[src/hdl/polyline_length_min_max_segment_defines.svh]
// ----------------------------------------------------------------------------
// polyline_length_min_max_segment_defines.svh
// assertion macros shared by the route length block
// ----------------------------------------------------------------------------
`ifndef POLYLINE_LENGTH_MIN_MAX_SEGMENT_DEFINES_SVH
`define POLYLINE_LENGTH_MIN_MAX_SEGMENT_DEFINES_SVH

// same-cycle implication, disabled while reset is low
`define PLMMS_ASSERT_NOW(label, clk, rst_n, ante, cons) \
  label: assert property (@(posedge clk) disable iff (!rst_n) (ante) |-> (cons)) \
    else $error("plmms assertion failed");

// next-cycle implication, disabled while reset is low
`define PLMMS_ASSERT_NEXT(label, clk, rst_n, ante, cons) \
  label: assert property (@(posedge clk) disable iff (!rst_n) (ante) |=> (cons)) \
    else $error("plmms assertion failed");

`endif

[src/hdl/plmms_pkg.sv]
// ----------------------------------------------------------------------------
// plmms_pkg
// shared types and constants of the route length block
// ----------------------------------------------------------------------------
`timescale 1ns / 1ps

package plmms_pkg;

  // default coordinate width and fixed total width
  localparam int COORD_WIDTH_DEF = 16;
  localparam int TOTAL_WIDTH     = 32;

  // controller states, one-hot
  typedef enum logic [6:0] {
    S_IDLE = 7'b0000001,
    S_SQX  = 7'b0000010,
    S_SQY  = 7'b0000100,
    S_SUM  = 7'b0001000,
    S_ROOT = 7'b0010000,
    S_UPD  = 7'b0100000,
    S_EMIT = 7'b1000000
  } state_t;

  // commands from controller to datapath
  typedef struct packed {
    logic accept;     // latch the incoming point
    logic sq_x;       // square |dx|
    logic sq_y;       // square |dy|
    logic root_init;  // load radicand, clear root unit
    logic root_step;  // one digit of the square root
    logic commit;     // fold segment into the route stats
    logic emit;       // load the summary beat and clear the route
  } cmd_t;

  // status from datapath to controller
  typedef struct packed {
    logic have_prior;
    logic fin;
    logic root_done;
  } status_t;

endpackage

[src/hdl/plmms_ctrl.sv]
// ----------------------------------------------------------------------------
// plmms_ctrl
// sequencer for one point: squares, root, stats update, summary beat
// ----------------------------------------------------------------------------
`timescale 1ns / 1ps
`include "polyline_length_min_max_segment_defines.svh"

module plmms_ctrl (
  input  logic               clk,
  input  logic               rst_n,
  input  logic               in_valid,
  output logic               in_stall,
  output logic               out_valid,
  input  logic               out_stall,
  input  plmms_pkg::status_t status,
  output plmms_pkg::cmd_t    cmd
);
  import plmms_pkg::*;

  state_t state_r, state_nxt;
  logic   out_valid_r, out_valid_nxt;

  // next state and commands
  always_comb begin
    state_nxt = state_r;
    cmd       = '0;
    unique case (state_r)
      S_IDLE: begin
        if (in_valid) begin
          cmd.accept = 1'b1;
          state_nxt  = status.have_prior ? S_SQX : S_UPD;
        end
      end
      S_SQX: begin
        cmd.sq_x  = 1'b1;
        state_nxt = S_SQY;
      end
      S_SQY: begin
        cmd.sq_y  = 1'b1;
        state_nxt = S_SUM;
      end
      S_SUM: begin
        cmd.root_init = 1'b1;
        state_nxt     = S_ROOT;
      end
      S_ROOT: begin
        cmd.root_step = 1'b1;
        if (status.root_done) state_nxt = S_UPD;
      end
      S_UPD: begin
        cmd.commit = 1'b1;
        state_nxt  = status.fin ? S_EMIT : S_IDLE;
      end
      S_EMIT: begin
        if (!out_valid_r || !out_stall) begin
          cmd.emit  = 1'b1;
          state_nxt = S_IDLE;
        end
      end
      default: state_nxt = S_IDLE;
    endcase
  end

  // output beat holds until taken
  always_comb begin
    out_valid_nxt = out_valid_r;
    if (cmd.emit) out_valid_nxt = 1'b1;
    else if (!out_stall) out_valid_nxt = 1'b0;
  end

  always_ff @(posedge clk) begin
    if (!rst_n) begin
      state_r     <= S_IDLE;
      out_valid_r <= 1'b0;
    end else begin
      state_r     <= state_nxt;
      out_valid_r <= out_valid_nxt;
    end
  end

  assign in_stall  = (state_r != S_IDLE);
  assign out_valid = out_valid_r;

  // checks
  `PLMMS_ASSERT_NOW(a_emit_free, clk, rst_n, cmd.emit, (!out_valid_r || !out_stall))
  `PLMMS_ASSERT_NEXT(a_accept_path, clk, rst_n, (in_valid && !in_stall),
                     (state_r == S_SQX || state_r == S_UPD))
  `PLMMS_ASSERT_NEXT(a_root_stays, clk, rst_n, (state_r == S_ROOT && !status.root_done),
                     (state_r == S_ROOT))
  `PLMMS_ASSERT_NOW(a_emit_final, clk, rst_n, (state_r == S_EMIT), status.fin)

endmodule

[src/hdl/plmms_dp.sv]
// ----------------------------------------------------------------------------
// plmms_dp
// datapath: point registers, shared squarer, digit-serial root, route stats
// ----------------------------------------------------------------------------
`timescale 1ns / 1ps

module plmms_dp #(
  parameter int COORD_WIDTH = plmms_pkg::COORD_WIDTH_DEF
) (
  input  logic                                 clk,
  input  logic                                 rst_n,
  input  plmms_pkg::cmd_t                      cmd,
  output plmms_pkg::status_t                   status,
  input  logic signed [COORD_WIDTH-1:0]        in_point_x,
  input  logic signed [COORD_WIDTH-1:0]        in_point_y,
  input  logic                                 in_is_final,
  output logic [plmms_pkg::TOTAL_WIDTH-1:0]    out_total_length,
  output logic [COORD_WIDTH:0]                 out_longest_length,
  output logic signed [COORD_WIDTH-1:0]        out_longest_start_x,
  output logic signed [COORD_WIDTH-1:0]        out_longest_start_y,
  output logic signed [COORD_WIDTH-1:0]        out_longest_end_x,
  output logic signed [COORD_WIDTH-1:0]        out_longest_end_y,
  output logic [COORD_WIDTH:0]                 out_shortest_length,
  output logic signed [COORD_WIDTH-1:0]        out_shortest_start_x,
  output logic signed [COORD_WIDTH-1:0]        out_shortest_start_y,
  output logic signed [COORD_WIDTH-1:0]        out_shortest_end_x,
  output logic signed [COORD_WIDTH-1:0]        out_shortest_end_y,
  output logic                                 out_too_few_points
);
  import plmms_pkg::*;

  localparam int W     = COORD_WIDTH;
  localparam int LW    = W + 1;
  localparam int SQW   = 2 * W + 2;
  localparam int NSTEP = W + 2;
  localparam int RADW  = 2 * NSTEP;
  localparam int ROOTW = NSTEP;
  localparam int REMW  = W + 4;
  localparam int CNTW  = $clog2(NSTEP);

  // point and route registers
  logic signed [W-1:0] cur_x_r, cur_y_r, prior_x_r, prior_y_r;
  logic                fin_r, have_prior_r, have_segment_r;
  logic [TOTAL_WIDTH-1:0] total_r;
  logic [LW-1:0]       max_len_r, min_len_r;
  logic signed [W-1:0] max_sx_r, max_sy_r, max_ex_r, max_ey_r;
  logic signed [W-1:0] min_sx_r, min_sy_r, min_ex_r, min_ey_r;

  // squarer and root registers
  logic [SQW-1:0]  sqx_r, sqy_r;
  logic [RADW-1:0] rad_r;
  logic [REMW-1:0] rem_r;
  logic [ROOTW-1:0] root_r;
  logic [CNTW-1:0] cnt_r;

  // output beat registers
  logic [TOTAL_WIDTH-1:0] o_total_r;
  logic [LW-1:0]       o_max_len_r, o_min_len_r;
  logic signed [W-1:0] o_max_sx_r, o_max_sy_r, o_max_ex_r, o_max_ey_r;
  logic signed [W-1:0] o_min_sx_r, o_min_sy_r, o_min_ex_r, o_min_ey_r;
  logic                o_few_r;

  // coordinate differences and magnitudes
  logic signed [W:0] dx, dy;
  logic [W:0]        mag_x, mag_y, mul_a;
  logic [SQW-1:0]    sq;

  assign dx    = {cur_x_r[W-1], cur_x_r} - {prior_x_r[W-1], prior_x_r};
  assign dy    = {cur_y_r[W-1], cur_y_r} - {prior_y_r[W-1], prior_y_r};
  assign mag_x = dx[W] ? (W+1)'(-dx) : (W+1)'(dx);
  assign mag_y = dy[W] ? (W+1)'(-dy) : (W+1)'(dy);

  // one shared squarer
  assign mul_a = cmd.sq_y ? mag_y : mag_x;
  assign sq    = SQW'(mul_a) * SQW'(mul_a);

  // root digit step
  logic [REMW+1:0] rem_sh, trial;
  logic            fits;

  assign rem_sh = {rem_r, rad_r[RADW-1 -: 2]};
  assign trial  = (REMW+2)'({root_r, 2'b01});
  assign fits   = (rem_sh >= trial);

  // segment length and running sum
  logic [LW-1:0]          len;
  logic [TOTAL_WIDTH:0]   sum;
  logic [TOTAL_WIDTH-1:0] sum_sat;

  assign len     = root_r[LW-1:0];
  assign sum     = {1'b0, total_r} + (TOTAL_WIDTH+1)'(len);
  assign sum_sat = sum[TOTAL_WIDTH] ? {TOTAL_WIDTH{1'b1}} : sum[TOTAL_WIDTH-1:0];

  // route control flags
  always_ff @(posedge clk) begin
    if (!rst_n) begin
      have_prior_r   <= 1'b0;
      have_segment_r <= 1'b0;
    end else if (cmd.emit) begin
      have_prior_r   <= 1'b0;
      have_segment_r <= 1'b0;
    end else if (cmd.commit) begin
      have_prior_r <= 1'b1;
      if (have_prior_r) have_segment_r <= 1'b1;
    end
  end

  // incoming point
  always_ff @(posedge clk) begin
    if (cmd.accept) begin
      cur_x_r <= in_point_x;
      cur_y_r <= in_point_y;
      fin_r   <= in_is_final;
    end
  end

  // squares
  always_ff @(posedge clk) begin
    if (cmd.sq_x) sqx_r <= sq;
    if (cmd.sq_y) sqy_r <= sq;
  end

  // digit-by-digit square root, two radicand bits per step
  always_ff @(posedge clk) begin
    if (cmd.root_init) begin
      rad_r  <= RADW'(sqx_r) + RADW'(sqy_r);
      rem_r  <= '0;
      root_r <= '0;
      cnt_r  <= '0;
    end else if (cmd.root_step) begin
      rad_r <= rad_r << 2;
      cnt_r <= cnt_r + 1'b1;
      if (fits) begin
        rem_r  <= REMW'(rem_sh - trial);
        root_r <= {root_r[ROOTW-2:0], 1'b1};
      end else begin
        rem_r  <= REMW'(rem_sh);
        root_r <= {root_r[ROOTW-2:0], 1'b0};
      end
    end
  end

  // fold segment into stats; earliest segment wins ties
  always_ff @(posedge clk) begin
    if (cmd.commit) begin
      prior_x_r <= cur_x_r;
      prior_y_r <= cur_y_r;
      if (have_prior_r) begin
        total_r <= have_segment_r ? sum_sat : TOTAL_WIDTH'(len);
        if (!have_segment_r || len > max_len_r) begin
          max_len_r <= len;
          max_sx_r  <= prior_x_r;
          max_sy_r  <= prior_y_r;
          max_ex_r  <= cur_x_r;
          max_ey_r  <= cur_y_r;
        end
        if (!have_segment_r || len < min_len_r) begin
          min_len_r <= len;
          min_sx_r  <= prior_x_r;
          min_sy_r  <= prior_y_r;
          min_ex_r  <= cur_x_r;
          min_ey_r  <= cur_y_r;
        end
      end
    end
  end

  // summary beat: zero fields and too_few set when the route had no segment
  always_ff @(posedge clk) begin
    if (cmd.emit) begin
      o_few_r <= !have_segment_r;
      if (have_segment_r) begin
        o_total_r   <= total_r;
        o_max_len_r <= max_len_r;
        o_max_sx_r  <= max_sx_r;
        o_max_sy_r  <= max_sy_r;
        o_max_ex_r  <= max_ex_r;
        o_max_ey_r  <= max_ey_r;
        o_min_len_r <= min_len_r;
        o_min_sx_r  <= min_sx_r;
        o_min_sy_r  <= min_sy_r;
        o_min_ex_r  <= min_ex_r;
        o_min_ey_r  <= min_ey_r;
      end else begin
        o_total_r   <= '0;
        o_max_len_r <= '0;
        o_max_sx_r  <= '0;
        o_max_sy_r  <= '0;
        o_max_ex_r  <= '0;
        o_max_ey_r  <= '0;
        o_min_len_r <= '0;
        o_min_sx_r  <= '0;
        o_min_sy_r  <= '0;
        o_min_ex_r  <= '0;
        o_min_ey_r  <= '0;
      end
    end
  end

  // status
  assign status.have_prior = have_prior_r;
  assign status.fin        = fin_r;
  assign status.root_done  = (cnt_r == CNTW'(NSTEP - 1));

  // result ports
  assign out_total_length     = o_total_r;
  assign out_longest_length   = o_max_len_r;
  assign out_longest_start_x  = o_max_sx_r;
  assign out_longest_start_y  = o_max_sy_r;
  assign out_longest_end_x    = o_max_ex_r;
  assign out_longest_end_y    = o_max_ey_r;
  assign out_shortest_length  = o_min_len_r;
  assign out_shortest_start_x = o_min_sx_r;
  assign out_shortest_start_y = o_min_sy_r;
  assign out_shortest_end_x   = o_min_ex_r;
  assign out_shortest_end_y   = o_min_ey_r;
  assign out_too_few_points   = o_few_r;

endmodule

[src/hdl/polyline_length_min_max_segment.sv]
// ----------------------------------------------------------------------------
// polyline_length_min_max_segment
// route length with longest and shortest segment and their endpoints
// ----------------------------------------------------------------------------
// Usage:
//   input channel (in_valid / in_stall) carries one route point per beat,
//   signed fixed-point x and y plus in_is_final marking the last point.
//   output channel (out_valid / out_stall) carries one summary beat per
//   route: saturating total length, longest and shortest segment with both
//   endpoints, and too_few_points for a route of a single point.
//   each point after the first takes these steps: one to take the point,
//   two on the shared squarer, one to add, COORD_WIDTH+2 steps of the
//   digit-serial square root and one to update the stats. the first point
//   of a route is taken and then updates the stats. a final point adds a
//   step that loads the summary, which then shows on out_valid the next cycle.
//   in_stall is high whenever a point is in work.
//   the summary sits in an output register; the next route is taken while it
//   waits, and only the following summary waits for the receiver to lift
//   out_stall.
//   reset (rst_n low, synchronous) drops out_valid and starts a new route.
// ----------------------------------------------------------------------------
`timescale 1ns / 1ps

module polyline_length_min_max_segment #(
  parameter int COORD_WIDTH = plmms_pkg::COORD_WIDTH_DEF
) (
  input  logic                              clk,
  input  logic                              rst_n,
  input  logic                              in_valid,
  output logic                              in_stall,
  input  logic signed [COORD_WIDTH-1:0]     in_point_x,
  input  logic signed [COORD_WIDTH-1:0]     in_point_y,
  input  logic                              in_is_final,
  output logic                              out_valid,
  input  logic                              out_stall,
  output logic [plmms_pkg::TOTAL_WIDTH-1:0] out_total_length,
  output logic [COORD_WIDTH:0]              out_longest_length,
  output logic signed [COORD_WIDTH-1:0]     out_longest_start_x,
  output logic signed [COORD_WIDTH-1:0]     out_longest_start_y,
  output logic signed [COORD_WIDTH-1:0]     out_longest_end_x,
  output logic signed [COORD_WIDTH-1:0]     out_longest_end_y,
  output logic [COORD_WIDTH:0]              out_shortest_length,
  output logic signed [COORD_WIDTH-1:0]     out_shortest_start_x,
  output logic signed [COORD_WIDTH-1:0]     out_shortest_start_y,
  output logic signed [COORD_WIDTH-1:0]     out_shortest_end_x,
  output logic signed [COORD_WIDTH-1:0]     out_shortest_end_y,
  output logic                              out_too_few_points
);
  import plmms_pkg::*;

  cmd_t    cmd;
  status_t status;

  // sequencer
  plmms_ctrl u_ctrl (
    .clk       (clk),
    .rst_n     (rst_n),
    .in_valid  (in_valid),
    .in_stall  (in_stall),
    .out_valid (out_valid),
    .out_stall (out_stall),
    .status    (status),
    .cmd       (cmd)
  );

  // datapath
  plmms_dp #(
    .COORD_WIDTH (COORD_WIDTH)
  ) u_dp (
    .clk                  (clk),
    .rst_n                (rst_n),
    .cmd                  (cmd),
    .status               (status),
    .in_point_x           (in_point_x),
    .in_point_y           (in_point_y),
    .in_is_final          (in_is_final),
    .out_total_length     (out_total_length),
    .out_longest_length   (out_longest_length),
    .out_longest_start_x  (out_longest_start_x),
    .out_longest_start_y  (out_longest_start_y),
    .out_longest_end_x    (out_longest_end_x),
    .out_longest_end_y    (out_longest_end_y),
    .out_shortest_length  (out_shortest_length),
    .out_shortest_start_x (out_shortest_start_x),
    .out_shortest_start_y (out_shortest_start_y),
    .out_shortest_end_x   (out_shortest_end_x),
    .out_shortest_end_y   (out_shortest_end_y),
    .out_too_few_points   (out_too_few_points)
  );

endmodule

[config.mk]
export PLATFORM = sky130hd
export DESIGN_NAME = polyline_length_min_max_segment
export DESIGN_NICKNAME = d
export VERILOG_FILES = /design/src/hdl/plmms_pkg.sv /design/src/hdl/plmms_ctrl.sv /design/src/hdl/plmms_dp.sv /design/src/hdl/polyline_length_min_max_segment.sv
export VERILOG_INCLUDE_DIRS = /design/src /design/src/hdl
export SDC_FILE = /design/constraint.sdc
export NUM_CORES = 1
export LEC_CHECK = 0
export BUFFER_PORTS_ARGS = -buffer_cell sky130_fd_sc_hd__clkbuf_2
export CAP_MARGIN = 0
export CORE_MARGIN = 5
export CORE_UTILIZATION = 56
export DETAILED_ROUTE_END_ITERATION = 8
export PLACE_DENSITY = 0.75
export SLEW_MARGIN = 20
export SYNTH_ARGS = -nofsm -noshare
export SYNTH_HDL_FRONTEND = slang
export SYNTH_SLANG_ARGS = --single-unit
[constraint.sdc]
create_clock -name clk -period 31.9 [get_ports clk]
set_clock_uncertainty 0.1 [all_clocks]
set_input_delay 3.19 -clock clk [delete_from_list [all_inputs] [get_ports clk]]
set_output_delay 3.19 -clock clk [all_outputs]
set_load 0.02 [all_outputs]
# Word level (Yosys, flattened, before mapping)
# Index checks and enable logic that the tools add are counted.
# classes
addsub	8
shift	0
n_eq_ne	13
reduce_logical	12
order_cmp	3
n_mul	1
n_div	0
bitwise_logic	1
mux	26
# ops
cell	count
$mux W36	2
$mux W17	4
$pmux W7 S7	1
$add A34 B34 Y35	1
$mul A17 B17 Y34	1
$neg A17 Y17	2
$sub A16 B16 Y17	2
$add A32 B17 Y33	1
$mux W32	1
$mux W7	4
$ge A22 B20 Y1	1
$mux W20	1
$sub A20 B20 Y20	1
$gt A17 B17 Y1	1
$lt A17 B17 Y1	1
$mux W1	12
$reduce_and A3 Y1	3
$eq A7 B1 Y1 const B	1
$eq A7 B2 Y1 const B	1
$eq A7 B3 Y1 const B	1
$eq A7 B4 Y1 const B	1
$eq A7 B5 Y1 const B	1
$eq A7 B6 Y1 const B	1
$eq A7 B7 Y1 const B	1
other kinds (12)	18
# totals
ram_bits	0
latchBits	0
romBits	0
register_bits	611
memories	0
word_cells	103
out_inout_bits	197
input_bits	37

# Depth between registers and ports, before layout
# logic_depth
depth_word	5
ltp_mapped	40
ltp_nobuf	38

# Modules after synthesis
# A second synthesis with hierarchy kept.
# unflattened
hier_cells	3020
area_unflattened_um2	35904.4
# by_module_without_submodules
module	n_inst	seq_area_each_um2	cells_each	area_each_um2
plmms_dp	1	17596.9	2962	35409.0
plmms_ctrl	1	160.2	58	495.5

# Least setup slack after synthesis
# OpenSTA, ideal clock, no wires.
# synth_path
kind	input to register
startpoint	input port out_stall
endpoint	register u_dp.o_max_ex_r[0] (netlist: u_dp.out_longest_end_x[0]) (enable)
path_buffers	0
cell_stages	2
arrival_time_ps	11457
slack_ps	19590
t_required_ps	31047
setup_time_ps	753
cell_sequence	and2_1 -> nor2_1
# synth_rtl
element	line	source
start, declared	polyline_length_min_max_segment.sv:35	input logic out_stall,
end signal, assigned	plmms_dp.sv:177	o_max_ex_r <= max_ex_r;
end, declared	plmms_dp.sv:59	logic signed [W-1:0] o_max_sx_r, o_max_sy_r, o_max_ex_r, o_max_ey_r;

# Worst setup path in the final report
# layout_path
startpoint	register u_dp.prior_y_r[0]
endpoint	register u_dp.sqx_r[31] (data pin)
# layout_between
elab_chain_cells	5
# layout_lines
element	line	source
start, declared	plmms_dp.sv:42	logic signed [W-1:0] cur_x_r, cur_y_r, prior_x_r, prior_y_r;
start signal, assigned	plmms_dp.sv:147	prior_y_r <= cur_y_r;
$sub A16 B16 Y17 (*)	plmms_dp.sv:69	assign dy = {cur_y_r[W-1], cur_y_r} - {prior_y_r[W-1], prior_y_r};
$neg A17 Y17	plmms_dp.sv:71	assign mag_y = dy[W] ? (W+1)'(-dy) : (W+1)'(dy);
$mux W17 (*)	plmms_dp.sv:71	
$mux W17 (*)	plmms_dp.sv:74	assign mul_a = cmd.sq_y ? mag_y : mag_x;
$mul A17 B17 Y34 (*)	plmms_dp.sv:75	assign sq = SQW'(mul_a) * SQW'(mul_a);
via u_dp.sq[31]	plmms_dp.sv:66	logic [SQW-1:0] sq;
end signal, assigned	plmms_dp.sv:119	if (cmd.sq_x) sqx_r <= sq;
end, declared	plmms_dp.sv:50	logic [SQW-1:0] sqx_r, sqy_r;
# Mark *: on every way through the listed nets, which the timed path passes. The rest lies on a longest branch.
# A chain may end at the register's enable or synchronous reset.

==> flow_summary.yaml <==
critical_path:
  rr_endpoint: "u_dp.sqx_r[31]"
  rrSetupSlack_ps: 21160
  cpMostUsedCell: "fa_1"
  slowest_stage: "mux2i_2"
  critPathMaxStageDelay_ps: 650
  endpoint_kind: "flop"
  reg2reg_from: "u_dp.prior_y_r[0]"
  critPathLaunchType: "flop"
  crit_required_ps: 32130
  cp.arrival_ps: 10970
  r2r_cells: 34
  path_class: "flop to flop"
  path_max_fanout: 17
drt:
  drc: 0
  routed_via_density: 5.55
  wl_per_cell_um: 18.1
  wirelength_um: 74600
  num_vias: 22900
  first_pass_iters: 6
  drt-initial-drc-count: 1899
  ant_nets: 0
timing:
  setup_viol: 0
  finalHoldViolations: 0
  fin_crit_sh_pct: 33.7
  max_slew_margin_pct: 28.5
  worst_pin_slew_ps: 1070
  fmax_ghz: 0.0931
  maxSlewViolCount: 0
  post-route-min-period_ps: 10740
  setup_tns_ps: 0
  grt_setup_unrepaired: "no"
clock_network:
  cts_setup_buffers: 0
  cts_sinks: 609
  htree_levels: 2
  clk_path_buf_depth: 3
  ctsHoldBuffers: 0
  cts_root_buffer: "clkbuf_16"
  clock_latency_ps: 630
  cts_tree: "built"
  cts_resized: 0
  clk_pin_slew_ps: 60
  cts_buffers: 59
yosys:
  ys_ff_latch: 609
  syn_area_per_cell_um2: 11.8
  syn-cell-area_mm2: 0.0353
  yosys_warnings: 0
  ys_seq_area_share_pct: 50.2
  ys_async_sr_fraction_pct: 0
  netlist_instances: 2991
  yosys-top-cells-area: "edfxtp_1, fa_1, ha_1"
  synth_top_cell_by_area: "edfxtp_1"
  synth_edf_count: 556
  synth_cell_type_count: 87
  synthDominantCellAreaShare_pct: 47.2
  synth_ff_type: "edfxtp_1"
global_routing:
  grt_max_degree: 168
  overflow: 0
  antenna_found_initial: 1
  grt_pass1_vias: 23100
  grt_pass1_wl_um: 120000
  grtUsageTotal_pct: 21.7
final_layout:
  fin_area_mm2: 0.0396
  layout-drive-gt1-share_pct: 12.5
  syn2layout_area_growth_pct: 12.2
  layout.cells.non_filler: 4131
  final_cell_mix: "edfxtp_1, inv_1, ha_1, clkbuf_2, nand2_1"
  layout_commonest_cell: "edfxtp_1"
  fin_nets: 3713
  fill_cells: 4785
  fin_util_pct: 63.1
floorplan:
  start_util_pct: 56.2
  die-area_mm2: 0.0682
  core.rowCount: 92
  io_pins: 234
  die_y_um: 261
  core_area_mm2: 0.0629
  die_x_um: 261
placed_design:
  postPlaceCellArea_mm2: 0.0375
  place_inst: 4018
  hpwlAfterDp_um: 54700
  port_buffers: 233
  gp_congestion: 0.932
worst_hold_path:
  hold_depth: 0
  hold_path.class: "flop to flop"
  min_to: "u_dp.min_sx_r[10]"
  worstHoldStart: "u_dp.prior_x_r[10]"
status:
  status: "complete, no violations"
job:
  maxCapViolations: 0
[worst max path at each step]
stage,to,slack [ps],depth (start not counted),startpoint
2_1_floorplan,u_dp.out_longest_end_x[0],19590,2,out_stall
3_3_place_gp,u_dp.sqx_r[31],21360,34,u_dp.prior_y_r[0]
3_5_place_dp,u_dp.sqx_r[31],20970,34,u_dp.prior_y_r[0]
4_1_cts,u_dp.sqx_r[31],20930,34,u_dp.prior_y_r[0]
5_1_grt,u_dp.sqx_r[31],20270,34,u_dp.prior_y_r[0]
6_report,u_dp.sqx_r[31],21160,34,u_dp.prior_y_r[0]
[flip-flops by register name, summed over array words and instances, names as in the netlist, 17 cells and up]
| signal | flops |
|---|---|
| u_dp.rem_r | 20 |
| u_dp.min_len_r | 17 |
| u_dp.max_len_r | 17 |
| u_dp.sqx_r | 33 |
| u_dp.sqy_r | 33 |
| u_dp.out_shortest_length | 17 |
| u_dp.out_longest_length | 17 |
| u_dp.total_r | 32 |
| u_dp.out_total_length | 32 |
| u_dp.root_r | 18 |
| u_dp.rad_r | 36 |
[routing by layer]
layer,wire length [um],global-route usage (%),up-vias
met5,0,0,-
met4,1880,5.75,0
met3,5370,4.09,133
met2,35500,35.6,738
met1,31900,30.3,11200
li1,-,-,10800
[cell type report]
| cell class | instances | area, um^2 | share of cell area [%] |
|---|---|---|---|
| sequential | 609 | 17800 | 44.8 |
| multi-input combinational | 1936 | 15900 | 40.2 |
| clock buffer | 62 | 1490 | 3.75 |
| inverter | 373 | 1400 | 3.53 |
| timing repair buffer | 255 | 1340 | 3.39 |
| tap | 846 | 1060 | 2.67 |
| clock inverter | 49 | 651 | 1.64 |
| antenna | 1 | 2.50 | 0.00631 |
[metrics by stage]
stage	hold WS, ps	setup WS [ps]
detailed placement	365	20970
global route	375	20270
global placement	352	21360
floorplan	341	19590
finish	363	21160
CTS	354	20930
[synth_stat cells, types with 15 or more instances]
cell type	instances
edfxtp_1	556
inv_1	366
ha_1	247
nand2_1	202
nor2_1	201
fa_1	195
and2_1	188
o21ai_0	128
a21oi_1	126
xnor2_1	87
a21o_1	61
clkbuf_1	55
dfxtp_1	53
xor2_1	50
nor3_1	32
nand2b_1	28
o21a_1	28
a31oi_1	25
nand3_1	24
nor2b_1	24
a211oi_1	22
mux2i_1	21
o22ai_1	20
buf_2	19
and3_1	18
nand4_1	16
o21ai_1	15
o31ai_1	15
[kinds of logic after synthesis]
family,count (synthesis),share of synthesized area [%]
other,2,0.0212
buffers and inverters,456,4.98
AO/OA/AOI/OAI,520,9.33
flip-flops,609,50.2
AND/OR/NAND/NOR,793,11.3
adder cells (fa/ha/maj),442,19.8
multiplexers,30,0.896
XOR/XNOR,139,3.49
[worst max-delay path, delay by kind of cell (launching register included)]
| family | cells | cell delay (ps) |
|---|---|---|
| AO/OA/AOI/OAI | 15 | 3860 |
| multiplexers | 1 | 650 |
| buffers and inverters | 5 | 650 |
| XOR/XNOR | 1 | 200 |
| flip-flops | 1 | 410 |
| adder cells (fa/ha/maj) | 9 | 3930 |
| AND/OR/NAND/NOR | 3 | 630 |
Power is left out: the tool's default activity adds up to more than one toggle a clock period on the data nets, which glitch-free logic cannot reach.
